[src/rtl/assert_macros.svh]
// Assertion macros shared by the frame checker RTL.
// Depends on nothing; included by modules that carry assertions.
`ifndef ASSERT_MACROS_SVH
`define ASSERT_MACROS_SVH

// Same-cycle implication, disabled while reset is asserted.
`define ASSERT_IMPLIES(label, clk, rst_n, ante, cons) \
    label: assert property (@(posedge clk) disable iff (!rst_n) (ante) |-> (cons)) \
        else $error("same-cycle implication failed");

// Next-cycle implication, disabled while reset is asserted.
`define ASSERT_NEXT(label, clk, rst_n, ante, cons) \
    label: assert property (@(posedge clk) disable iff (!rst_n) (ante) |=> (cons)) \
        else $error("next-cycle implication failed");

`endif

[src/rtl/fxc_pkg.sv]
// Shared types and constants for the frame XOR checker.
// Depends on nothing; imported by every module of the block.
`default_nettype none

package fxc_pkg;

    localparam int MAX_FRAME_BYTES_DEF = 512;

    localparam int BYTE_W    = 8;
    localparam int MINLEN_W  = 10;
    localparam int CFG_W     = 10;
    localparam int CFG_IDX_W = 2;
    localparam int VERDICT_W = 2;
    localparam int FBYTES_W  = 10;

    // Register indexes of the configuration port.
    localparam logic [CFG_IDX_W-1:0] REG_START_MARKER = 2'd0;
    localparam logic [CFG_IDX_W-1:0] REG_END_MARKER   = 2'd1;
    localparam logic [CFG_IDX_W-1:0] REG_MIN_FRAME    = 2'd2;

    // Reset values of the configuration registers.
    localparam logic [BYTE_W-1:0]   START_MARKER_RST = 8'd2;
    localparam logic [BYTE_W-1:0]   END_MARKER_RST   = 8'd3;
    localparam logic [MINLEN_W-1:0] MIN_FRAME_RST    = 10'd5;

    // Verdict codes.
    localparam logic [VERDICT_W-1:0] VERDICT_VALID    = 2'd0;
    localparam logic [VERDICT_W-1:0] VERDICT_FORMAT   = 2'd1;
    localparam logic [VERDICT_W-1:0] VERDICT_CHECKSUM = 2'd2;

    typedef struct packed {
        logic [BYTE_W-1:0]   start_marker;
        logic [BYTE_W-1:0]   end_marker;
        logic [MINLEN_W-1:0] min_frame_bytes;
    } cfg_t;

    typedef struct packed {
        logic [BYTE_W-1:0] data_byte;
        logic              last_byte;
    } beat_t;

    typedef struct packed {
        logic [VERDICT_W-1:0] verdict;
        logic [FBYTES_W-1:0]  frame_bytes;
    } result_t;

endpackage

`default_nettype wire

[src/rtl/frame_xor_check_top.sv]
// A byte is judged in the input register; a verdict is held in the output register.
// Throughput: one byte per cycle, but a final byte waits while the output register is full.
// Reset (rst_n low, asynchronous) clears the frame state and both beat valid flags and
// loads start marker 2, end marker 3 and minimum frame length 5; no clearing pass follows.
`default_nettype none

module frame_xor_check_top
    import fxc_pkg::*;
#(
    parameter int MAX_FRAME_BYTES = MAX_FRAME_BYTES_DEF
)
(
    input  wire logic                 clk,
    input  wire logic                 rst_n,
    // Byte channel.
    input  wire logic                 in_valid,
    output logic                      in_ready,
    input  wire logic [BYTE_W-1:0]    data_byte,
    input  wire logic                 last_byte,
    // Verdict channel.
    output logic                      out_valid,
    input  wire logic                 out_ready,
    output logic [VERDICT_W-1:0]      verdict,
    output logic [FBYTES_W-1:0]       frame_bytes,
    // Configuration write port.
    input  wire logic                 cfg_wr_en,
    input  wire logic [CFG_IDX_W-1:0] cfg_index,
    input  wire logic [CFG_W-1:0]     cfg_data
);

    // The block runs as three steps. The input register holds an accepted beat.
    // The tracker applies that beat to the frame state: it keeps the count, the first
    // two bytes, a two-byte delay line and the running XOR, and on the final beat of
    // a frame it forms the verdict and clears its state. The output register holds
    // the verdict beat until the consumer takes it. Non-final beats never wait on the
    // output side, so bytes keep flowing while a verdict is still waiting to be read.

    cfg_t    cfg_reg;
    beat_t   beat;
    logic    beat_valid;
    logic    advance;
    logic    out_free;
    logic    result_load;
    result_t result;

    // Configuration registers. Writes to an index beyond the list are dropped.
    always_ff @(posedge clk or negedge rst_n)
    begin
        if (!rst_n)
        begin
            cfg_reg.start_marker    <= START_MARKER_RST;
            cfg_reg.end_marker      <= END_MARKER_RST;
            cfg_reg.min_frame_bytes <= MIN_FRAME_RST;
        end
        else if (cfg_wr_en)
        begin
            case (cfg_index)
                REG_START_MARKER: cfg_reg.start_marker    <= cfg_data[BYTE_W-1:0];
                REG_END_MARKER:   cfg_reg.end_marker      <= cfg_data[BYTE_W-1:0];
                REG_MIN_FRAME:    cfg_reg.min_frame_bytes <= cfg_data[MINLEN_W-1:0];
                default:          cfg_reg                 <= cfg_reg;
            endcase
        end
    end

    fxc_in_stage u_in_stage (
        .clk        (clk),
        .rst_n      (rst_n),
        .in_valid   (in_valid),
        .in_ready   (in_ready),
        .data_byte  (data_byte),
        .last_byte  (last_byte),
        .advance    (advance),
        .beat_valid (beat_valid),
        .beat       (beat)
    );

    fxc_tracker #(
        .MAX_FRAME_BYTES (MAX_FRAME_BYTES)
    ) u_tracker (
        .clk         (clk),
        .rst_n       (rst_n),
        .cfg         (cfg_reg),
        .beat_valid  (beat_valid),
        .beat        (beat),
        .out_free    (out_free),
        .advance     (advance),
        .result_load (result_load),
        .result      (result)
    );

    fxc_out_stage u_out_stage (
        .clk         (clk),
        .rst_n       (rst_n),
        .result_load (result_load),
        .result      (result),
        .out_free    (out_free),
        .out_valid   (out_valid),
        .out_ready   (out_ready),
        .verdict     (verdict),
        .frame_bytes (frame_bytes)
    );

endmodule

`default_nettype wire

[src/rtl/fxc_in_stage.sv]
// Input register of the frame XOR checker: holds one beat until the tracker takes it.
// Depends on fxc_pkg.
`default_nettype none

module fxc_in_stage
    import fxc_pkg::*;
(
    input  wire logic              clk,
    input  wire logic              rst_n,
    input  wire logic              in_valid,
    output logic                   in_ready,
    input  wire logic [BYTE_W-1:0] data_byte,
    input  wire logic              last_byte,
    input  wire logic              advance,
    output logic                   beat_valid,
    output beat_t                  beat
);

    logic  valid_reg;
    logic  valid_next;
    beat_t beat_reg;

    // The stage takes a new beat when empty or when its beat moves on this cycle.
    assign in_ready   = !valid_reg || advance;
    assign valid_next = (in_valid && in_ready) || (valid_reg && !advance);

    always_ff @(posedge clk or negedge rst_n)
    begin
        if (!rst_n)
        begin
            valid_reg <= 1'b0;
        end
        else
        begin
            valid_reg <= valid_next;
        end
    end

    always_ff @(posedge clk)
    begin
        if (in_valid && in_ready)
        begin
            beat_reg.data_byte <= data_byte;
            beat_reg.last_byte <= last_byte;
        end
    end

    assign beat_valid = valid_reg;
    assign beat       = beat_reg;

endmodule

`default_nettype wire

[src/rtl/fxc_tracker.sv]
// Frame state of the checker: byte count, head and length bytes, delay line,
// running XOR, and the verdict on the final byte. Depends on fxc_pkg.
`default_nettype none

`include "assert_macros.svh"

module fxc_tracker
    import fxc_pkg::*;
#(
    parameter int MAX_FRAME_BYTES = MAX_FRAME_BYTES_DEF
)
(
    input  wire logic  clk,
    input  wire logic  rst_n,
    input  wire cfg_t  cfg,
    input  wire logic  beat_valid,
    input  wire beat_t beat,
    input  wire logic  out_free,
    output logic       advance,
    output logic       result_load,
    output result_t    result
);

    localparam int CNT_W = $clog2(MAX_FRAME_BYTES + 1);
    localparam int CMP_W = (CNT_W > MINLEN_W) ? CNT_W : MINLEN_W;
    localparam logic [CNT_W-1:0] CNT_MAX = CNT_W'(MAX_FRAME_BYTES);

    logic [CNT_W-1:0]  count_reg,  count_next;
    logic [BYTE_W-1:0] xor_reg,    xor_next;
    logic [BYTE_W-1:0] head_reg,   head_next;
    logic [BYTE_W-1:0] len_reg,    len_next;
    logic [BYTE_W-1:0] d1_reg,     d1_next;
    logic [BYTE_W-1:0] d2_reg,     d2_next;
    logic              ovf_reg,    ovf_next;

    logic [CMP_W-1:0]     count_w;
    logic [VERDICT_W-1:0] verdict;

    // A non-final beat always moves on; a final beat needs room in the output register.
    assign advance     = beat_valid && (!beat.last_byte || out_free);
    assign result_load = advance && beat.last_byte;

    // Per-byte update, as if the byte is not the last one.
    always_comb
    begin
        head_next  = (count_reg == CNT_W'(0)) ? beat.data_byte : head_reg;
        len_next   = (count_reg == CNT_W'(1)) ? beat.data_byte : len_reg;
        xor_next   = (count_reg >= CNT_W'(3)) ? (xor_reg ^ d2_reg) : xor_reg;
        d2_next    = d1_reg;
        d1_next    = beat.data_byte;
        count_next = (count_reg < CNT_MAX) ? (count_reg + CNT_W'(1)) : count_reg;
        ovf_next   = ovf_reg || (count_reg == CNT_MAX);
    end

    // Verdict on the updated state; the first failing check decides.
    always_comb
    begin
        count_w = CMP_W'(count_next);
        if (count_w < CMP_W'(cfg.min_frame_bytes))
        begin
            verdict = VERDICT_FORMAT;
        end
        else if (head_next != cfg.start_marker || beat.data_byte != cfg.end_marker)
        begin
            verdict = VERDICT_FORMAT;
        end
        else if (count_w < CMP_W'(4) || ovf_next ||
                 CMP_W'(len_next) != (count_w - CMP_W'(4)))
        begin
            verdict = VERDICT_FORMAT;
        end
        else if (d2_next != xor_next)
        begin
            verdict = VERDICT_CHECKSUM;
        end
        else
        begin
            verdict = VERDICT_VALID;
        end
    end

    assign result.verdict     = verdict;
    assign result.frame_bytes = count_w[FBYTES_W-1:0];

    always_ff @(posedge clk or negedge rst_n)
    begin
        if (!rst_n)
        begin
            count_reg <= '0;
            xor_reg   <= '0;
            head_reg  <= '0;
            len_reg   <= '0;
            d1_reg    <= '0;
            d2_reg    <= '0;
            ovf_reg   <= 1'b0;
        end
        else if (advance)
        begin
            if (beat.last_byte)
            begin
                count_reg <= '0;
                xor_reg   <= '0;
                head_reg  <= '0;
                len_reg   <= '0;
                d1_reg    <= '0;
                d2_reg    <= '0;
                ovf_reg   <= 1'b0;
            end
            else
            begin
                count_reg <= count_next;
                xor_reg   <= xor_next;
                head_reg  <= head_next;
                len_reg   <= len_next;
                d1_reg    <= d1_next;
                d2_reg    <= d2_next;
                ovf_reg   <= ovf_next;
            end
        end
    end

    // A judged frame leaves the tracker empty for the next one.
    `ASSERT_NEXT(a_clear_after_verdict, clk, rst_n, result_load, count_reg == '0 && !ovf_reg)
    // The overflow flag is only ever set once the count has saturated.
    `ASSERT_IMPLIES(a_ovf_saturated, clk, rst_n, ovf_reg, count_reg == CNT_MAX)
    // A final beat is never dropped while the output register is full.
    `ASSERT_IMPLIES(a_no_drop, clk, rst_n, result_load, out_free)

endmodule

`default_nettype wire

[src/rtl/fxc_out_stage.sv]
// Output register of the frame XOR checker: holds one verdict until it is taken.
// Depends on fxc_pkg.
`default_nettype none

`include "assert_macros.svh"

module fxc_out_stage
    import fxc_pkg::*;
(
    input  wire logic                 clk,
    input  wire logic                 rst_n,
    input  wire logic                 result_load,
    input  wire result_t              result,
    output logic                      out_free,
    output logic                      out_valid,
    input  wire logic                 out_ready,
    output logic [VERDICT_W-1:0]      verdict,
    output logic [FBYTES_W-1:0]       frame_bytes
);

    logic    valid_reg;
    logic    valid_next;
    result_t result_reg;

    assign out_free   = !valid_reg || out_ready;
    assign valid_next = result_load || (valid_reg && !out_ready);

    always_ff @(posedge clk or negedge rst_n)
    begin
        if (!rst_n)
        begin
            valid_reg <= 1'b0;
        end
        else
        begin
            valid_reg <= valid_next;
        end
    end

    always_ff @(posedge clk)
    begin
        if (result_load)
        begin
            result_reg <= result;
        end
    end

    assign out_valid   = valid_reg;
    assign verdict     = result_reg.verdict;
    assign frame_bytes = result_reg.frame_bytes;

    // Only the three defined verdict codes ever leave the block.
    `ASSERT_IMPLIES(a_verdict_code, clk, rst_n, valid_reg, result_reg.verdict <= VERDICT_CHECKSUM)

endmodule

`default_nettype wire

[config.mk]
export PLATFORM = sky130hd
export DESIGN_NAME = frame_xor_check_top
export DESIGN_NICKNAME = d
export VERILOG_FILES = /design/src/rtl/fxc_pkg.sv /design/src/rtl/frame_xor_check_top.sv /design/src/rtl/fxc_in_stage.sv /design/src/rtl/fxc_tracker.sv /design/src/rtl/fxc_out_stage.sv
export VERILOG_INCLUDE_DIRS = /design/src /design/src/rtl
export SDC_FILE = /design/constraint.sdc
export NUM_CORES = 1
export LEC_CHECK = 0
export BUFFER_PORTS_ARGS = -buffer_cell sky130_fd_sc_hd__buf_2
export CAP_MARGIN = 25
export CORE_MARGIN = 10
export CORE_UTILIZATION = 54
export CTS_CLUSTER_DIAMETER = 80
export DETAILED_ROUTE_END_ITERATION = 10
export HOLD_SLACK_MARGIN = 0.03
export PLACE_DENSITY = 0.76
export SYNTH_ARGS = -nofsm -noshare
export SYNTH_HDL_FRONTEND = slang
export SYNTH_SLANG_ARGS = --single-unit
export TNS_END_PERCENT = 30
[constraint.sdc]
create_clock -name clk -period 3 [get_ports clk]
set_clock_uncertainty 0.15 [all_clocks]
set_input_delay 0.3 -clock clk [delete_from_list [all_inputs] [get_ports clk]]
set_output_delay 0.3 -clock clk [all_outputs]
set_load 0.005 [all_outputs]
==> impl_results.md <==
- Status: completed
- Largest net degree at the start of global routing: 80
- Crit path launch: u_tracker.count_reg[3]
- CP max-delay cell: dfrtp_2
- WL final: 13.8 mm
- Max reg flops: 26
- Synth Net Count: 555
- Gr usage total: 0.189
- Crit. End Element: flip-flop
- Total negative slack: 0 ps
- Synth cell count leaders: dfrtp_1 (74), nand2_1 (68), o21ai_0 (42)
- Final Critical Period: 3000 ps
- DR iter-0 viols: 351
- Leak Pwr: 0.00280 µW
- Final setup vio count: 0
- CORE AREA: 0.00964 mm²
- Yosys warnings: 0
- Slew margin rel.: 0.601
- Worst Path Arrival: 2950 ps
- Setup WS post-layout: 0.550 ps
- Synth unique cells: 62
- Pre-CTS setup slack: -36.5 ps
- I/O Buffers: 39
- Die H: 119 µm
- H-tree depth: 3
- Wire per inst: 18.7 µm
- Vias: 4406
- Nets: 636
- Vias in the first global route: 4416
- Max Root-Sink Buffers: 2
- FFs w/ async S/R, synth: 0.790
- Share of cells above drive strength 1: 0.243
- IO Pins: 40
- Slew Limit Fails: 0
- Die area: 0.0141 mm²
- Post-synth EDFFs: 21
- Worst reg2reg startpoint: u_tracker.count_reg[3]
- Row count: 36
- Worst-Skew Late Latency: 360 ps
- CTS Buf Count: 9
- ANT nets after route: 0
- CTS clock-pin slew for the worst setup and hold paths: 90 ps
- Critical path's largest stage delay: 490 ps
- Gp weighted congestion: 0.971
- Pwr per Cell Area: 587 mW/mm²
- Synth Area per Inst: 10.2 µm²
- Flops & latches, synth: 100
- Hold WC Path Type: primary input to flip-flop
- Die width: 119 µm
- Fin crit share: 1.00
- HPWL Detailed: 9.47 mm
- Ant. Diodes: 0
- Detailed-route DRC error count: 0
- Total gr overflow: 0
- Crit path max fanout: 10
- Critical path class: flip-flop to flip-flop
- Synth area leader: dfrtp_1
- Register area share after synthesis: 0.494
- Max Cap Viol: 0
- CTS tree: yes
- Synth top area share: 0.350
- Highest Clock Rate: 0.333 GHz
- Initial core utilization: 0.548
- Post-synthesis instance area: 0.00529 mm²
- Initial antenna violation count: 0
- CP Data Required Time: 2950 ps
- Worst hold path startpoint: cfg_data[3]
- Worst vdd ir: 0.000442 V
- Post-Syn Instances: 516
- Count leader, synth: dfrtp_1
- Clock tree root buffer cell: clkbuf_8
- Startpoint types: flip-flop
- Primary FF master, synth: dfrtp_1
- RSZ-0062 raised after global routing: yes
- Synth area leaders: dfrtp_1 (35%), edfxtp_1 (12%), nand2_1 (4.8%)
- DR vias/cell: 5.99
- Sinks on the clock net: 100
- First-pass GRT wire length: 22.0 mm
- Slew @ Worst Pin: 597 ps
- Cell Chain, Critical Path: buf_4 > nor3_2 > buf_4 > nand4b_4 > nor4_1 > a31oi_1 > nor4_1 > and4_1 > nand3_1
- Pre-antenna DRT Iters: 5
- Area growth, synth to finish: 19.7%
- Final Hold Vio Count: 0
==> timing repair <==
action	4_1_cts	5_1_grt
resized for setup	5	19
endpoints found under the setup margin	2	2
hold buffers	16	0
hold endpoints to repair	89	0
setup buffers	0	10
pin swaps	0	9
cloned	0	0
==> routing by layer <==
layer	track usage	share of wire	up-vias	routed length (µm)
met1	0.235	0.40	2117	5480
li1	-	-	2015	-
met3	0.0397	0.066	55	906
met5	0	0	-	0
met2	0.296	0.48	219	6670
met4	0.116	0.052	0	718
==> logic make-up (layout without fill, tap and decap cells) <==
| kind of cell | after synthesis | after routing | synth area share |
|---|---|---|---|
| compound gates | 126 | 126 | 0.150 |
| flops | 100 | 100 | 0.494 |
| buf+inv | 62 | 148 | 0.0459 |
| mux | 33 | 33 | 0.0703 |
| simple gates | 150 | 150 | 0.152 |
| fa+ha+maj | 13 | 13 | 0.0308 |
| xor+xnor | 32 | 32 | 0.0570 |
==> layout make-up <==
class                      instances  area [µm²]
clock buffer                      11         131
clock inverter                     5        77.6
fill                             744        3310
inverter                          39         146
multi-input combinational        354        2520
sequential                       100        2620
tap                              133         166
timing repair buffer              93         663
==> path summary, 6_finish.rpt <==
| check | slack (ps) | cells after the start | to |
|---|---|---|---|
| min | 40 | 3 | cfg_reg[21] |
| min reg2reg | 350 | 1 | u_tracker.xor_reg[7] |
| min in group asynchronous | 130 | 2 | u_tracker.count_reg[6] |
| max reg2reg | 0.5 | 9 | u_out_stage.verdict[0] |
| max in group asynchronous | 1970 | 3 | cfg_reg[10] |
| max | 0.5 | 9 | u_out_stage.verdict[0] |
==> through the flow <==
stage	instances	util	area (µm²)	hold slack (ps)	total power [µW]
global route	735	0.657	6330	42.7	3920
global placement	692	0.597	5760	321	2710
CTS	724	0.636	6130	33.9	3680
finish	735	0.657	6330	42.5	3720
floorplan	516	-	5290	-146	2430
detailed placement	692	0.597	5760	329	2750
==> cells in the final DEF, fill, tap and decap left out, types with 17 or more instances in the layout <==
cell / instances
o21ai_0: 41
nand2_1: 68
edfxtp_1: 21
mux2_2: 21
a22oi_1: 17
inv_1: 37
xnor2_1: 23
dfrtp_1: 69
buf_2: 38
nor2_1: 18
buf_4: 38
==> where the power goes <==
group	switching, µW	internal (µW)
logic	555	468
clock network	451	468
registers	183	1590
total	1190	2530
==> critical path: cells and delay by family (launching register included) <==
kind / cells / cell delay (ps)
buffers and inverters: 2 / 370
AO/OA/AOI/OAI: 1 / 90
AND/OR/NAND/NOR: 6 / 1650
flip-flops: 1 / 490
Note: power is estimated with default switching activity, not from simulation.
